<file path="src/rtl/dcaba_pkg.sv">
// Package for the dual-channel ADC block averager.
// Holds word types, field widths and the divider status type; no dependencies.
`timescale 1ns / 1ps

package dcaba_pkg;

    // Width of one converter sample and of a published average.
    localparam int SAMPLE_BITS = 10;

    // Default width of the per-channel sample counters.
    localparam int COUNT_BITS_DEF = 10;

    // Width and reset value of the window length register.
    localparam int             WIN_BITS  = 10;
    localparam logic [WIN_BITS-1:0] WIN_RESET = WIN_BITS'(67);

    // Input word: one timer tick.
    typedef struct packed {
        logic                   converter_idle;
        logic [SAMPLE_BITS-1:0] sample_value;
    } in_word_t;

    // Result word: one per tick.
    typedef struct packed {
        logic                   start_conversion;
        logic                   channel_select;
        logic [SAMPLE_BITS-1:0] average_first;
        logic [SAMPLE_BITS-1:0] average_second;
        logic                   updated_first;
        logic                   updated_second;
    } out_word_t;

    // Status of the shared divider.
    typedef struct packed {
        logic busy;
        logic done;
    } div_status_t;

endpackage

</file>
<file path="src/rtl/dcaba_divider.sv">
// Iterative restoring divider, one quotient bit per cycle.
// Depends on dcaba_pkg for the status type.
`timescale 1ns / 1ps

module dcaba_divider
    import dcaba_pkg::*;
#(
    parameter int DIVIDEND_BITS = SAMPLE_BITS + COUNT_BITS_DEF,
    parameter int DIVISOR_BITS  = COUNT_BITS_DEF
) (
    input  logic                     aclk,
    input  logic                     aresetn,
    input  logic                     start,
    input  logic [DIVIDEND_BITS-1:0] dividend,
    input  logic [DIVISOR_BITS-1:0]  divisor,
    output div_status_t              status,
    output logic [DIVIDEND_BITS-1:0] quotient
);

    localparam int CNT_W = $clog2(DIVIDEND_BITS + 1);

    logic                     busy_reg, busy_next;
    logic                     done_reg, done_next;
    logic [CNT_W-1:0]         cnt_reg, cnt_next;
    logic [DIVISOR_BITS-1:0]  rem_reg, rem_next;
    logic [DIVIDEND_BITS-1:0] quo_reg, quo_next;
    logic [DIVISOR_BITS-1:0]  dvs_reg, dvs_next;

    logic [DIVISOR_BITS:0]    shifted;
    logic [DIVISOR_BITS+1:0]  diff;
    logic                     borrow;

    // Trial subtraction of the divisor from the shifted partial remainder.
    assign shifted = {rem_reg, quo_reg[DIVIDEND_BITS-1]};
    assign diff    = {1'b0, shifted} - {2'b00, dvs_reg};
    assign borrow  = diff[DIVISOR_BITS+1];

    // Next-state logic for one division step.
    always_comb begin
        busy_next = busy_reg;
        done_next = 1'b0;
        cnt_next  = cnt_reg;
        rem_next  = rem_reg;
        quo_next  = quo_reg;
        dvs_next  = dvs_reg;
        if (start) begin
            busy_next = 1'b1;
            cnt_next  = CNT_W'(DIVIDEND_BITS);
            rem_next  = '0;
            quo_next  = dividend;
            dvs_next  = divisor;
        end else if (busy_reg) begin
            if (borrow) begin
                rem_next = shifted[DIVISOR_BITS-1:0];
            end else begin
                rem_next = diff[DIVISOR_BITS-1:0];
            end
            quo_next = {quo_reg[DIVIDEND_BITS-2:0], ~borrow};
            cnt_next = cnt_reg - 1'b1;
            if (cnt_reg == CNT_W'(1)) begin
                busy_next = 1'b0;
                done_next = 1'b1;
            end
        end
    end

    // Control state is reset; the datapath is not.
    always_ff @(posedge aclk) begin
        if (!aresetn) begin
            busy_reg <= 1'b0;
            done_reg <= 1'b0;
            cnt_reg  <= '0;
        end else begin
            busy_reg <= busy_next;
            done_reg <= done_next;
            cnt_reg  <= cnt_next;
        end
        rem_reg <= rem_next;
        quo_reg <= quo_next;
        dvs_reg <= dvs_next;
    end

    assign status.busy = busy_reg;
    assign status.done = done_reg;
    assign quotient    = quo_reg;

endmodule

</file>
<file path="src/rtl/dual_channel_adc_block_averager.sv">
// Top level of the dual-channel ADC block averager: tick sequencer and channel state.
// Depends on dcaba_pkg and dcaba_divider.
`timescale 1ns / 1ps

//  Channel   Direction  Ports                         Word
//  s_        in         s_valid, s_ready, s_data      in_word_t (idle flag, sample)
//  m_        out        m_valid, m_ready, m_data      out_word_t (start, select, averages)
//  cfg_      in         cfg_wr_en, cfg_wr_data        window length, no wait
//
//  A tick that publishes no average passes through ST_SERVE and ST_PUSH, with a
//  second ST_SERVE when the block moves on to the second channel in the same tick.
//  Publishing an average adds ST_DIV, in which the shared divider forms the
//  SAMPLE_BITS + COUNT_BITS quotient bits one at a time; when the first channel
//  publishes, the tick then goes back to ST_SERVE for the second channel.
//  Reset is synchronous and active low; s_ready rises in the first cycle after it.
//  A finished word waits in the output register, and the next word is accepted meanwhile.

module dual_channel_adc_block_averager
    import dcaba_pkg::*;
#(
    parameter int COUNT_BITS = COUNT_BITS_DEF
) (
    input  logic                aclk,
    input  logic                aresetn,
    input  logic                s_valid,
    output logic                s_ready,
    input  in_word_t            s_data,
    output logic                m_valid,
    input  logic                m_ready,
    output out_word_t           m_data,
    input  logic                cfg_wr_en,
    input  logic [WIN_BITS-1:0] cfg_wr_data
);

    localparam int SUM_BITS = SAMPLE_BITS + COUNT_BITS;

    typedef enum logic [1:0] {
        ST_IDLE,
        ST_SERVE,
        ST_DIV,
        ST_PUSH
    } state_t;

    state_t                 state_reg, state_next;
    logic [WIN_BITS-1:0]    window_reg;
    logic [1:0]             ready_reg, ready_next;
    logic                   active_reg, active_next;
    logic                   ch_reg, ch_next;
    logic [COUNT_BITS-1:0]  count_first_reg, count_first_next;
    logic [COUNT_BITS-1:0]  count_second_reg, count_second_next;
    logic [SUM_BITS-1:0]    sum_first_reg, sum_first_next;
    logic [SUM_BITS-1:0]    sum_second_reg, sum_second_next;
    logic [SAMPLE_BITS-1:0] avg_first_reg, avg_first_next;
    logic [SAMPLE_BITS-1:0] avg_second_reg, avg_second_next;
    logic                   idle_reg, idle_next;
    logic [SAMPLE_BITS-1:0] sample_reg, sample_next;
    logic                   start_reg, start_next;
    logic                   upd_first_reg, upd_first_next;
    logic                   upd_second_reg, upd_second_next;
    logic                   m_valid_reg, m_valid_next;
    out_word_t              m_data_reg, m_data_next;
    logic                   out_load;

    logic [WIN_BITS+COUNT_BITS-1:0] win_wide;
    logic [COUNT_BITS-1:0]          win_masked;
    logic [COUNT_BITS-1:0]          win_eff;
    logic [COUNT_BITS-1:0]          cur_count;
    logic [SUM_BITS-1:0]            cur_sum;
    logic [COUNT_BITS-1:0]          count_inc;
    logic [SUM_BITS-1:0]            sum_inc;

    logic                  div_start;
    div_status_t           div_status;
    logic [SUM_BITS-1:0]   div_quotient;

    // Window length taken to the counter width; a zero window counts as one.
    assign win_wide   = {{COUNT_BITS{1'b0}}, window_reg};
    assign win_masked = win_wide[COUNT_BITS-1:0];
    assign win_eff    = (win_masked == '0) ? COUNT_BITS'(1) : win_masked;

    // Sum and count of the channel being served, with the new sample added.
    assign cur_count = ch_reg ? count_second_reg : count_first_reg;
    assign cur_sum   = ch_reg ? sum_second_reg : sum_first_reg;
    assign count_inc = COUNT_BITS'(cur_count + 1'b1);
    assign sum_inc   = SUM_BITS'(cur_sum + SUM_BITS'(sample_reg));

    // Shared divider for publishing an average.
    dcaba_divider #(
        .DIVIDEND_BITS (SUM_BITS),
        .DIVISOR_BITS  (COUNT_BITS)
    ) u_divider (
        .aclk     (aclk),
        .aresetn  (aresetn),
        .start    (div_start),
        .dividend (sum_inc),
        .divisor  (win_eff),
        .status   (div_status),
        .quotient (div_quotient)
    );

    // Tick sequencer: serve the active channel, divide when a window fills,
    // move on to the second channel when the first one collected a sample.
    always_comb begin
        state_next        = state_reg;
        ready_next        = ready_reg;
        active_next       = active_reg;
        ch_next           = ch_reg;
        count_first_next  = count_first_reg;
        count_second_next = count_second_reg;
        sum_first_next    = sum_first_reg;
        sum_second_next   = sum_second_reg;
        avg_first_next    = avg_first_reg;
        avg_second_next   = avg_second_reg;
        idle_next         = idle_reg;
        sample_next       = sample_reg;
        start_next        = start_reg;
        upd_first_next    = upd_first_reg;
        upd_second_next   = upd_second_reg;
        div_start         = 1'b0;
        out_load          = 1'b0;
        case (state_reg)
            ST_IDLE: begin
                if (s_valid) begin
                    idle_next       = s_data.converter_idle;
                    sample_next     = s_data.sample_value;
                    ch_next         = active_reg;
                    start_next      = 1'b0;
                    upd_first_next  = 1'b0;
                    upd_second_next = 1'b0;
                    state_next      = ST_SERVE;
                end
            end
            ST_SERVE: begin
                if (ready_reg[ch_reg]) begin
                    // No conversion pending: request one, busy for the rest of the tick.
                    ready_next[ch_reg] = 1'b0;
                    start_next         = 1'b1;
                    state_next         = ST_PUSH;
                end else if (!idle_reg) begin
                    state_next = ST_PUSH;
                end else begin
                    ready_next[ch_reg] = 1'b1;
                    if (count_inc >= win_eff) begin
                        // Window full: divide the new sum, then clear the channel.
                        div_start = 1'b1;
                        if (ch_reg) begin
                            sum_second_next   = '0;
                            count_second_next = '0;
                        end else begin
                            sum_first_next   = '0;
                            count_first_next = '0;
                        end
                        state_next = ST_DIV;
                    end else begin
                        if (ch_reg) begin
                            sum_second_next   = sum_inc;
                            count_second_next = count_inc;
                        end else begin
                            sum_first_next   = sum_inc;
                            count_first_next = count_inc;
                        end
                        active_next = ~ch_reg;
                        if (!ch_reg) begin
                            ch_next    = 1'b1;
                            state_next = ST_SERVE;
                        end else begin
                            state_next = ST_PUSH;
                        end
                    end
                end
            end
            ST_DIV: begin
                if (div_status.done) begin
                    if (ch_reg) begin
                        avg_second_next = div_quotient[SAMPLE_BITS-1:0];
                        upd_second_next = 1'b1;
                    end else begin
                        avg_first_next = div_quotient[SAMPLE_BITS-1:0];
                        upd_first_next = 1'b1;
                    end
                    active_next = ~ch_reg;
                    if (!ch_reg) begin
                        ch_next    = 1'b1;
                        state_next = ST_SERVE;
                    end else begin
                        state_next = ST_PUSH;
                    end
                end
            end
            ST_PUSH: begin
                if (!m_valid_reg || m_ready) begin
                    out_load   = 1'b1;
                    state_next = ST_IDLE;
                end
            end
            default: begin
                state_next = ST_IDLE;
            end
        endcase
    end

    // The divider reads the sum before the serve step clears it; the sum
    // must therefore include the new sample at that point.
    // Output word, assembled from the settled channel state.
    always_comb begin
        m_data_next                  = m_data_reg;
        m_valid_next                 = m_valid_reg;
        if (out_load) begin
            m_data_next.start_conversion = start_reg;
            m_data_next.channel_select   = active_reg;
            m_data_next.average_first    = avg_first_reg;
            m_data_next.average_second   = avg_second_reg;
            m_data_next.updated_first    = upd_first_reg;
            m_data_next.updated_second   = upd_second_reg;
            m_valid_next                 = 1'b1;
        end else if (m_ready) begin
            m_valid_next = 1'b0;
        end
    end

    // State, channel registers and the output register.
    always_ff @(posedge aclk) begin
        if (!aresetn) begin
            state_reg        <= ST_IDLE;
            window_reg       <= WIN_RESET;
            ready_reg        <= 2'b11;
            active_reg       <= 1'b0;
            ch_reg           <= 1'b0;
            count_first_reg  <= '0;
            count_second_reg <= '0;
            sum_first_reg    <= '0;
            sum_second_reg   <= '0;
            avg_first_reg    <= '0;
            avg_second_reg   <= '0;
            m_valid_reg      <= 1'b0;
        end else begin
            state_reg        <= state_next;
            if (cfg_wr_en) begin
                window_reg <= cfg_wr_data;
            end
            ready_reg        <= ready_next;
            active_reg       <= active_next;
            ch_reg           <= ch_next;
            count_first_reg  <= count_first_next;
            count_second_reg <= count_second_next;
            sum_first_reg    <= sum_first_next;
            sum_second_reg   <= sum_second_next;
            avg_first_reg    <= avg_first_next;
            avg_second_reg   <= avg_second_next;
            m_valid_reg      <= m_valid_next;
        end
        idle_reg       <= idle_next;
        sample_reg     <= sample_next;
        start_reg      <= start_next;
        upd_first_reg  <= upd_first_next;
        upd_second_reg <= upd_second_next;
        m_data_reg     <= m_data_next;
    end

    assign s_ready = aresetn && (state_reg == ST_IDLE);
    assign m_valid = m_valid_reg;
    assign m_data  = m_data_reg;

    // An accepted word keeps the input closed in the next cycle.
    a_busy_after_accept: assert property (@(posedge aclk) disable iff (!aresetn)
        (s_valid && s_ready) |=> !s_ready)
        else $error("input accepted again right after a word was taken");

    // The divider only runs while a tick is being worked on.
    a_div_inside_tick: assert property (@(posedge aclk) disable iff (!aresetn)
        div_status.busy |-> (state_reg == ST_DIV))
        else $error("divider busy outside the divide step");

    // The divider is never restarted while a division is in progress.
    a_div_no_restart: assert property (@(posedge aclk) disable iff (!aresetn)
        div_start |-> !div_status.busy)
        else $error("divider started while busy");

    // A finished word never overwrites one that is still waiting.
    a_no_overwrite: assert property (@(posedge aclk) disable iff (!aresetn)
        out_load |-> (!m_valid_reg || m_ready))
        else $error("output word overwritten before it was taken");

endmodule
</file>
<file path="config.mk">
export PLATFORM = sky130hd
export DESIGN_NAME = dual_channel_adc_block_averager
export DESIGN_NICKNAME = d
export VERILOG_FILES = /design/src/rtl/dcaba_pkg.sv /design/src/rtl/dcaba_divider.sv /design/src/rtl/dual_channel_adc_block_averager.sv
export SDC_FILE = /design/constraint.sdc
export NUM_CORES = 1
export LEC_CHECK = 0
export ABC_AREA = 1
export BUFFER_PORTS_ARGS = -buffer_cell sky130_fd_sc_hd__clkbuf_2
export CORE_ASPECT_RATIO = 2
export CORE_MARGIN = 2
export CORE_UTILIZATION = 30
export CTS_CLUSTER_DIAMETER = 60
export CTS_CLUSTER_SIZE = 30
export DETAILED_ROUTE_END_ITERATION = 10
export HOLD_SLACK_MARGIN = 0.05
export PLACE_DENSITY = 0.42
export SLEW_MARGIN = 30
export SYNTH_ARGS = -nofsm -noshare
export SYNTH_HDL_FRONTEND = slang
export SYNTH_SLANG_ARGS = --single-unit
</file>
<file path="constraint.sdc">
create_clock -name aclk -period 9 [get_ports aclk]
set_input_delay 0.9 -clock aclk [delete_from_list [all_inputs] [get_ports aclk]]
set_output_delay 0.9 -clock aclk [all_outputs]
set_load 0.05 [all_outputs]
</file>
After elaboration in Yosys (flattened, before gate mapping)

Index checks and enable logic that the tools add are counted.

Register bits: 182
Bits of input ports: 26
Output and inout port bits: 26

Add/subtract/negate cells: 4
Magnitude comparators: 3
Equal/unequal tests: 13
Muxes and demuxes: 66
Bitwise logic cells: 8
Reduce and logical (&&, ||, !) cells: 27

Operators by type and width:

| kind                  | number |
|---|---|
| $mux 20               | 9 |
| $mux 10               | 9 |
| $mux 1                | 30 |
| $add 20x10->20        | 1 |
| $mux 2                | 9 |
| $ne 2x2->1 const B    | 8 |
| $reduce_and 4->1      | 4 |
| $reduce_and 3->1      | 4 |
| $reduce_bool 2->1     | 6 |
| $sub 11x10->12        | 1 |
| $add 10x1->10 const B | 1 |
| $ge 10x10->1          | 1 |
| $logic_not 10->1      | 1 |
| $mux 5                | 2 |
| $pmux 1 s2            | 4 |
| $pmux 2 s4            | 1 |
| $reduce_and 6->1      | 1 |
| $eq 5x1->1 const B    | 1 |
| $not 1->1             | 5 |
| $reduce_and 5->1      | 1 |
| $sub 5x1->5 const B   | 1 |
| $eq 2x2->1 const B    | 2 |
| $reduce_and 2->1      | 2 |
| $pmux 1 s3            | 1 |
| other kinds (15)      | 16 |

Longest topological paths before layout

Gate-level depths: netlist of the first run.

Depth after elaboration: 8
Depth in mapped cells: 22
Gate-level depth less buffers: 20

By module

From an unflattened synthesis of the first run, not the netlist that was laid out.

Cell total of the unflattened synthesis: 1,129
Area total of the unflattened synthesis: 9,090.0 µm²

By module, submodules not included:

| module                          | instances | cells an instance | area an instance (µm²) | sequential area each (µm²) |
|---|---|---|---|---|
| dual_channel_adc_block_averager | 1         | 809               | 6,542.5                | 3,083.0 |
| dcaba_divider                   | 1         | 320               | 2,547.4                | 1,241.2 |

Worst setup path before layout of the first run

No wires, ideal clock.

Path kind: flip-flop to flip-flop
Start: register ch_reg
End: register u_divider.rem_reg[9]
Setup time: 0.122 ns
Arrival: 3.194 ns
Required time: 8.878 ns
Setup slack: 5.684 ns
Cell stages (with the launch flop): 20
Buffers on the path: 2
Path through: dfxtp_1 > buf_6 > buf_6 > o21a_1 > inv_1 > ha_1 > nand2_1 > nor2_2 > nand4_1 > xor2_1 > ha_1 > nand2_1 > nor2_1 > nand3_1 > nand3_1 > nand3_2 > nand2_1 > inv_2 > nand2_1 > o21ai_0

Longest elaborated chain between the ends: 7
Elaborated cells between the ends (all ways): 9

Ends and longest elaborated chain:

| item                   | line                                   | source |
|---|---|---|
| start, declared        | dual_channel_adc_block_averager.sv:48  | `logic ch_reg, ch_next;` |
| start signal, assigned | dual_channel_adc_block_averager.sv:243 | `ch_reg <= ch_next;` |
| $mux 10                | dual_channel_adc_block_averager.sv:82  | `assign cur_count = ch_reg ? count_second_reg : count_first_reg;` |
| $add 10x1->10          | dual_channel_adc_block_averager.sv:84  | `assign count_inc = COUNT_BITS'(cur_count + 1'b1);` |
| $ge 10x10->1           | dual_channel_adc_block_averager.sv:143 | `if (count_inc >= win_eff) begin` |
| $mux 1                 | dual_channel_adc_block_averager.sv:143 |  |
| $mux 1                 | dual_channel_adc_block_averager.sv:139 | `end else if (!idle_reg) begin` |
| $mux 1 (*)             | dual_channel_adc_block_averager.sv:134 | `if (ready_reg[ch_reg]) begin` |
| $mux 1 (*)             | dual_channel_adc_block_averager.sv:121 | `case (state_reg)` |
| end signal, assigned   | dcaba_divider.sv:78                    | `rem_reg <= rem_next;` |
| end, declared          | dcaba_divider.sv:25                    | `logic [DIVISOR_BITS-1:0] rem_reg, rem_next;` |

Mark *: on every way between the ends. The rest lies on a longest branch, timed or not. The select of a mux whose other input is x is not followed.
A chain may end at the register's enable or synchronous reset.

Worst setup path after layout of the first run

Ends and elaborated chain as after synthesis.

==> results of run 1 <==
-- worst register-to-register path, delay by kind of cell (launching register included) --
| family | cells | cell delay [ns] |
|---|---|---|
| flops | 1 | 0.63 |
| compound gates | 3 | 0.50 |
| simple gates | 11 | 2.33 |
| buf+inv | 3 | 0.94 |
| fa+ha+maj | 1 | 0.30 |
-- metrics by stage --
step / instance area [um^2] / setup slack [ns]
global placement: 9460 / 3.80
floorplan: 8940 / 5.68
global route: 10100 / 3.48
CTS: 10100 / 3.65
finish: 10100 / 4.18
detailed placement: 9460 / 3.70
-- layer usage --
| metal | track usage | vias up | share of wire |
|---|---|---|---|
| met4 | 0.0789 | 0 | 0.038 |
| met1 | 0.161 | 3306 | 0.39 |
| met3 | 0.0277 | 45 | 0.025 |
| met5 | 0 | - | 0 |
| li1 | - | 3699 | - |
| met2 | 0.311 | 109 | 0.55 |
-- power by group through the flow --
stage	logic [mW]	registers (mW)	clock network, mW
after CTS	0.288	0.915	0.828
final	0.283	0.914	0.804
after detailed placement	0.287	0.934	0
after global routing	0.319	0.918	0.858
after floorplan	0.223	0.920	0
after global placement	0.288	0.934	0
-- how the worst min path moves through the flow --
| stage | startpoint | end | slack, ns | cells after the start |
|---|---|---|---|---|
| 5_1_grt | avg_first_reg[1] | m_data[13] | 0.45 | 0 |
| 3_3_place_gp | avg_first_reg[6] | m_data[18] | 0.41 | 0 |
| 2_1_floorplan | upd_second_reg | m_data[0] | 0.40 | 0 |
| 6_report | avg_first_reg[1] | m_data[13] | 0.43 | 0 |
| 4_1_cts | win_masked[1] | u_divider.dvs_reg[1] | 0.43 | 0 |
| 3_5_place_dp | avg_second_reg[0] | m_data[2] | 0.42 | 0 |
-- cells by family after synthesis --
family	synth area share
AOI/OAI and AO/OA	0.0974
adders and majority gates	0.0563
xor gates and xnor gates	0.0216
and+or+nand+nor	0.258
buffers and inverters	0.0806
muxes	0.00266
DFF	0.484
-- area by class of cell --
class,instances,area (um^2)
timing repair buffer,56,293
clock buffer,19,464
sequential,182,4330
clock inverter,13,179
multi-input combinational,762,3910
inverter,128,480
fill,3173,19300
tap,364,455
-- placed cells by master (no fill, tap or decap), types with 2 or more instances in the layout --
cell type and instances:
nand2_1 351, inv_1 121, dfxtp_1 113, nand3_1 81, edfxtp_1 68, o21ai_0 59, a21oi_1 53, nor2_1 52
clkbuf_2 51, ha_1 37, nand4_1 19, clkbuf_16 18, o22ai_1 16, xor2_1 15, nand2_2 11, o21ai_1 11
xnor2_1 7, inv_2 6, nor2_2 5, clkinv_8 5, buf_4 5, o21ai_2 4, or2_2 4, nor3_1 4
nand3_2 3, nor4_1 3, o21bai_1 3, inv_8 3, inv_6 3, a21oi_2 2, o21ai_4 2, nor2_4 2
nand3b_1 2, a31oi_1 2, fa_1 2
==> results.md, run 1 <==
Run status:
- The run finished with clean final reports.

Synth:
- The synthesized net count is 1184.
- After synthesis, the share of flip-flops with an asynchronous set or reset is 0.
- Counting flops and latches in the post-synthesis netlist gives 182.
- During synthesis, Yosys emitted a total of 0 warnings.
- The proportion of netlist area held by the largest area contributor is 0.255.
- Of all cell types, the one taking the most synthesized area is dfxtp_1.
- After synthesis, the netlist uses 47 different library cells.
- The prevailing post-synth register cell is dfxtp_1.
- In the synthesized netlist, the number of instances is 1119.
- The number of enable flip-flop cells after synthesis is 68.
- The synthesized area divided by synthesized cell count is 7.99 um^2.
- The post-synthesis sequential area ratio is 0.484.
- Summing every instance area after synthesis gives 8940 um^2.
- In the post-synthesis netlist, the biggest area contributors are dfxtp_1, edfxtp_1, nand2_1.
- Yosys instantiated no cell more often than nand2_1.
- Ranked by instance count, the synthesized netlist is headed by nand2_1, inv_1, dfxtp_1.

Worst setup path:
- The slack of the worst reg-to-reg path is 4.18 ns.
- The slowest cell on the critical path is nand2_2.
- At the worst endpoint, the required time is 9.32 ns.
- STA classifies the critical path startpoint as a flip-flop.
- At the worst endpoint, the arrival time is 5.14 ns.
- The timing endpoint of the critical path is u_divider.rem_reg[9].
- The capturing point of the worst reg2reg path is u_divider.rem_reg[9].
- The kind of end point of the critical path is a flip-flop.
- The category of the critical setup timing path is flip-flop to flip-flop.
- The critical path starts at ch_reg.
- Traced cell by cell, the critical path runs through buf_4 > inv_2 > o21ai_1 > nand2_1 > nor2_2 > nand3b_2 > o21bai_1 > nand2_2 > ha_1 > nand2_1 > nor2_1 > nand3_1 > nand3_1 > nand3_2 > nand2_2 > inv_2 > nand2_1 > o21ai_0.
- In this run the critical register-to-register path is launched from ch_reg.
- Grouping stages by cell kind, the critical path spends the most delay in simple AND/OR/NAND/NOR gates.
- In this design, the stage delay of the slowest critical-path cell is 0.71 ns.
- In this run the worst path has a maximum fanout of 36.
- The total buffers and inverters traversed by the critical path is 3.
- The most prevalent standard cell on the critical path is nand2_1.
- The length in cells of the worst reg-to-reg path is 18.
- The logic depth of the worst path, buffers included is 18.

Routing:
- The number of detailed-routing iterations run before antenna repair is 4.
- For this block, the initial DRC count from the detailed router was 372.
- The average wire length per cell after detail routing is 15.7 um.
- The detail route stage leaves a number of antenna-violating nets equal to 0.
- The overall via count from detail_route is 7159.
- In the routed layout, each cell is associated on average with a via count of 4.70.
- The number of DRC violations after detailed routing is 0.
- The total wire length is 24.0 mm.

Placement:
- The congestion estimate from routability-driven global placement came to 0.812.
- The count of buffers added on input and output ports is 51.
- The detailed placement HPWL is 18.1 mm.
- After detailed placement, the design holds a cell count of 1492.

Finish:
- The final core utilization is 0.344.
- The finished layout holds 1524 standard cells, fillers aside.
- The register with the most flip-flops in the layout has 24 of them.
- The area growth from synthesis to layout is 13.1%.
- The final layout net count is 1212.
- In the final layout, the share of cells above drive strength 1 is 0.115.
- 0 antenna diodes ended up in the layout.

STA:
- Adding up every negative setup slack in the final design gives 0 ns.
- Based on the critical path, the design can be clocked at up to 0.208 GHz.
- Setup repair after global routing left no endpoint under its margin.
- The slew of the pin with the lowest slew margin is 0.928 ns.
- The tightest slew margin relative to the limit is 0.380.
- The final count of hold timing violations is 0.
- The clock arrives with 0.0136 ns of skew.
- The setup-violating endpoint count in the final report is 0.
- The worst slack on hold paths is 0.433 ns.
- The final-report max-slew violation count was 0.
- In the finished design, the share of the clock period the worst path needs comes to 0.535.
- Subtracting the final worst setup slack from the clock period gives 4.82 ns.

Power and ir drop:
- The largest voltage drop on the vdd net is 0.127 mV.
- Power comes to 2.00 mW.
- The share of total power dissipated in combinational logic is 0.141.
- The cell leakage power is 4.43 nW.
- For this design the ratio of total power to cell area is 198 nW/um^2.
- The net switching power figure is 0.611 mW.
- Of the total power, the clock network draws 0.402.
- Cell internal power was estimated by the tool at 1.39 mW.
- The switching part of the total power is 0.305.
- Of the total power, registers draw 0.457.

Clocking:
- TritonCTS built the clock tree.
- The clock drives 182 sinks.
- Counting the buffers created by CTS gives 17.
- The clock tree root driver cell is clkbuf_16.
- The H-tree was split into 4 levels.
- The post-CTS setup buffer count is 0.
- The register clock-pin slew on the reported worst setup and hold paths is 0.07 ns.
- The count of hold-fix buffers inserted at cts is 0.
- Gates resized during post-CTS repair numbered 0.
- The clock reaches the later pin of the worst-skew pair after 0.46 ns.
- The number of buffers between clock root and the deepest sink is 2.

Floorplanning:
- The overall die area is 31300 um^2.
- The floorplan core area is 29400 um^2.
- The height of the die is 248 um.
- The x dimension of the die is 126 um.
- The top-level port count is 52.
- The row count is 89.
- The starting density of the core is 0.304.

Global route:
- Entering global routing, the biggest net connects 41 pins.
- The initial antenna violation count was 0.
- The first global-routing pass estimated 38.5 mm of wire.
- The via count of the first global-routing pass was 7279.
- Across every metal layer, demand over resource in global routing totals 0.160.
- Summed over all layers, the global routing overflow is 0.

Min path:
- In this run the worst hold path is classified as flip-flop to flip-flop.

Flow run:
- Across the run, the number of max-cap violations was 0.
Power figures use the tool's default switching activity.
==> run 2, diff against run 1 <==
--- a/config.mk
+++ b/config.mk
@@ -5,7 +5,7 @@
 export SDC_FILE = /design/constraint.sdc
 export NUM_CORES = 1
 export LEC_CHECK = 0
-export ABC_AREA = 1
+export ABC_AREA = 0
 export BUFFER_PORTS_ARGS = -buffer_cell sky130_fd_sc_hd__clkbuf_2
 export CORE_ASPECT_RATIO = 2
 export CORE_MARGIN = 2
@@ -14,7 +14,7 @@
 export CTS_CLUSTER_SIZE = 30
 export DETAILED_ROUTE_END_ITERATION = 10
 export HOLD_SLACK_MARGIN = 0.05
-export PLACE_DENSITY = 0.42
+export PLACE_DENSITY = 0.44
 export SLEW_MARGIN = 30
 export SYNTH_ARGS = -nofsm -noshare
 export SYNTH_HDL_FRONTEND = slang
==> constraint.sdc (replaced) <==
create_clock -name aclk -period 4 [get_ports aclk]
set_input_delay 0.4 -clock aclk [delete_from_list [all_inputs] [get_ports aclk]]
set_output_delay 0.4 -clock aclk [all_outputs]
set_load 0.05 [all_outputs]
==> run 2 against run 1 <==
Compared with the run above: count of clock-buffer cells in the layout down 1; combinational power up 84%; clock skew down 0.0015 ns; total power up 110%; flip-flop and latch count unchanged; critical path type unchanged; largest cell class unchanged; largest power group unchanged.
==> results.md, run 2 <==
Global route:
- The initial antenna violation count came to 0 (unchanged).
- The global-route congestion overflow total is 0 (unchanged).
- The global-route wire length before repair is 33.5 mm (-13%).
- The overall track demand over capacity in global routing is 0.148 (-0.0121).
- The via count of the first global-routing pass is 6118 (-16%).
- The pin count of the biggest net entering global routing was 42 (+2.4%).

Routing:
- The average wire length per cell after detail routing is 17.4 um (+10%).
- The overall via count from detail_route came to 5991 (-16%).
- The total wire length was 21.0 mm (-13%).
- The number of DRC violations after detailed routing was 0 (unchanged).
- The detailed route wirelength on metal2 is 11.3 mm (-14%).
- The starting DRC count in detailed routing is 258 (-31%).
- The detailed-route wire length on metal 1 is 8.59 mm (-7.2%).
- Signal routing reaches up to met4.
- The number of detailed-routing iterations run before antenna repair was 4 (unchanged).
- The average via count per standard cell is 4.96 (+5.7%).
- The wire length on met3 is 448 um (-24%).
- The remaining number of nets flagged by the antenna check after routing is 0 (unchanged).

Worst setup path:
- The type of element launching the critical path is a flip-flop.
- The slowest cell on the critical path is nor4_1.
- The signal arrival time at the worst endpoint is 3.79 ns (-1.35 ns).
- The worst setup path is of the flip-flop to flip-flop kind.
- The total buffers and inverters traversed by the critical path came to 2 (-1).
- The critical path required time is 4.17 ns (-5.15 ns).
- Walking the worst path, the cells encountered are buf_4 > mux2_2 > ha_1 > and3_1 > a21boi_0 > a21oi_1 > buf_4 > a31o_1 > nor4_1 > o31ai_1.
- Counting stages on the worst path, the most repeated cell is buf_4.
- The logic depth of the worst path, buffers included is 10 (-8).
- The kind of end point of the critical path is a flip-flop.
- The critical-path maximum fanout is 41 (+14%).
- The length in cells of the worst reg-to-reg path is 10 (-8).
- The peak per-stage delay on the critical path was 0.63 ns (-0.08 ns).
- The family of cells with the greatest summed delay on the critical path is simple AND/OR/NAND/NOR gates.

Clocking:
- The clock tree root driver cell is clkbuf_16.
- TritonCTS built the clock tree.
- The register clock-pin slew on the reported worst setup and hold paths is 0.07 ns (about the same).
- The maximum level of the CTS H-tree is 4 (unchanged).
- The count of hold-fix buffers inserted at cts is 0 (unchanged).
- The number of buffers between clock root and the deepest sink was 2 (unchanged).
- The post-CTS setup buffer count came to 0 (unchanged).
- The total CTS buffers was 17 (unchanged).
- The clock net sink count is 182 (unchanged).
- The clock latency on the worst-skew pair is 0.45 ns (about the same).
- The number of resized instances in the post-cts repair step is 0 (unchanged).

STA:
- The achievable frequency is 0.276 GHz (+33%).
- Setup repair after global routing left no endpoint under its margin.
- The setup total negative slack is 0 ns (unchanged).
- The final-report max-slew violation count is 0 (unchanged).
- The worst slack on hold paths is 0.119 ns (-0.314 ns).
- The slew of the pin with the lowest slew margin is 0.930 ns (+0.00127 ns).
- The final count of hold timing violations is 0 (unchanged).
- The minimum clock period after layout is 3.62 ns (-1.20 ns).
- The final clock period utilization by the worst path was 0.904 (+0.369).
- The tightest slew margin relative to the limit was 0.379 (-0.00163).
- The setup-violating endpoint count in the final report is 0 (unchanged).
- The final worst clock skew is 0.0121 ns (-0.00149 ns).

Finish:
- The area growth from synthesis to layout is 14.0%.
- The top cell types in the final layout, fill and taps aside, are dfxtp_1, edfxtp_1, nand2_1.
- The total non-filler cell area in the finished layout is 9770 um^2 (-3.4%).
- The fraction of layout cells with a size suffix above 1 is 0.170 (+0.0557).
- The number of fill cells in the layout came to 2864 (-9.7%).
- The footprint of the flip-flops and latches is 4330 um^2 (unchanged).
- The final core utilization is 0.346 (+0.00254).
- The antenna diode count came to 0 (unchanged).
- The final layout net count is 903 (-25%).
- The commonest non-fill, non-tap cell in the layout is dfxtp_1.
- The flip-flop count of the largest register after layout was 24 (unchanged).
- The area taken by multi-input logic gates came to 3940 um^2 (+0.58%).

Power and ir drop:
- The post-layout total power is 4.21 mW (+110%).
- The largest voltage drop on the vdd net was 0.345 mV (+170%).
- The cell leakage power came to 3.84 nW (-13%).
- The ratio of total power to cell area is 431 nW/um^2 (+120%).

Synth:
- Sorting the synthesized cells by area gives the leading types as dfxtp_1, edfxtp_1, ha_1.
- The synthesized net count is 862 (-27%).
- The number of warnings printed during yosys synthesis is 0 (unchanged).
- The number of distinct standard cells referenced by the synthesized netlist is 68 (+45%).
- The number of enable flip-flop cells after synthesis is 68 (unchanged).
- The post-synthesis sequential area ratio came to 0.505 (+0.0210).
- The async set-or-reset flop fraction in the synthesized netlist came to 0 (unchanged).
- The proportion of netlist area held by the largest area contributor was 0.266 (+0.0111).
- The cell taking the most area after synthesis is dfxtp_1.
- The combined area of all synthesized cells came to 8570 um^2 (-4.2%).
- The synthesized area divided by synthesized cell count is 10.8 um^2 (+35%).
- The count of mapped cells out of synthesis is 797 (-29%).
- The total of flip-flops plus latches after synthesis is 182 (unchanged).
- The most numerous cell in the Yosys netlist is dfxtp_1.
- In the synthesized netlist, the cells that appear most often are dfxtp_1, edfxtp_1, nand2_1.
- For this run, the leading register cell type out of synthesis is dfxtp_1.

Min path:
- The min-delay analysis places its worst path in the category primary input to flip-flop.
- The number of stages on the worst hold path came to 1 (+1).

Flow run:
- The count of maximum capacitance violations is 0 (unchanged).

Placement:
- The port buffer count is 51 (unchanged).
- The area after detailed placement came to 9190 um^2 (-2.9%).
- The final weighted congestion of routability-driven global placement came to 0.781 (-3.9%).
- The detailed placement HPWL came to 15.3 mm (-16%).

Run status:
- The flow ran to the end, and the final reports show no timing, DRC or antenna violations.

Floorplanning:
- The row count is 87 (-2.2%).
- The x dimension of the die came to 124 um (-2.0%).
- The starting density of the core is 0.304 (about the same).
- The floorplan core area is 28200 um^2 (-4.1%).
- The height of the die came to 243 um (-2.1%).
- The overall die area is 30000 um^2 (-4.1%).
- The top-level port count is 52 (unchanged).
[run 2: changes by cell type after synthesis, moves of 14 or more]
cell,previous run,this run
o21ai_0,59,39
inv_1,122,31
mux2_2,0,16
nand4_1,19,1
a211oi_1,1,15
a22o_1,0,42
mux2i_1,1,35
nand2_1,353,67
nand3_1,81,17
o22ai_1,16,0
[run 2: metrics by stage]
step           setup slack [ns]  instances
6_report                  0.382       1207
5_1_grt                   0.103       1207
4_1_cts                   0.369       1207
3_5_place_dp              0.377       1175
3_3_place_gp              0.349       1175
2_1_floorplan            0.0418        797
[run 2: logic make-up (layout without fill, tap and decap cells)]
group,Yosys count,in the layout,share of synthesized area
AOI/OAI and AO/OA,203,203,0.168
xor gates and xnor gates,29,29,0.0296
adders and majority gates,39,39,0.0587
buffers and inverters,76,130,0.0385
DFF,182,182,0.505
muxes,64,64,0.0845
and+or+nand+nor,204,204,0.116
[run 2: path summary, 6_finish.rpt]
kind | from | end | slack (ns)
worst max-delay path | ch_reg | u_divider.quotient[19] | 0.38
worst min-delay path | s_data[9] | sample_reg[9] | 0.12
worst max register to register | ch_reg | u_divider.quotient[19] | 0.38
worst min register to register | upd_first_reg | m_data[1] | 0.42
[run 2: cell type report]
class / count / area share
sequential: 182 / 0.443
multi-input combinational: 539 / 0.403
tap: 356 / 0.0456
clock buffer: 18 / 0.0439
timing repair buffer: 65 / 0.0369
clock inverter: 14 / 0.0151
inverter: 33 / 0.0127
[run 2: layer usage]
metal  global-route usage  vias to the layer above
met5                    0                        -
met4               0.0695                        0
met3               0.0244                       36
met2                0.269                       80
met1                0.161                     2882
li1                     -                     2993
[run 2: worst register-to-register path, stage by stage (launching register included)]
cell,delay [ns]
dfxtp_2,0.38
buf_4,0.48
mux2_2,0.45
ha_1,0.37
and3_1,0.21
a21boi_0,0.19
a21oi_1,0.09
buf_4,0.17
a31o_1,0.25
nor4_1,0.63
o31ai_1,0.12
[run 2: power breakdown]
part	internal, mW	total, mW	switching [mW]
sequential	1.99	2.03	0.0477
combinational	0.194	0.520	0.326
clock	0.878	1.66	0.783
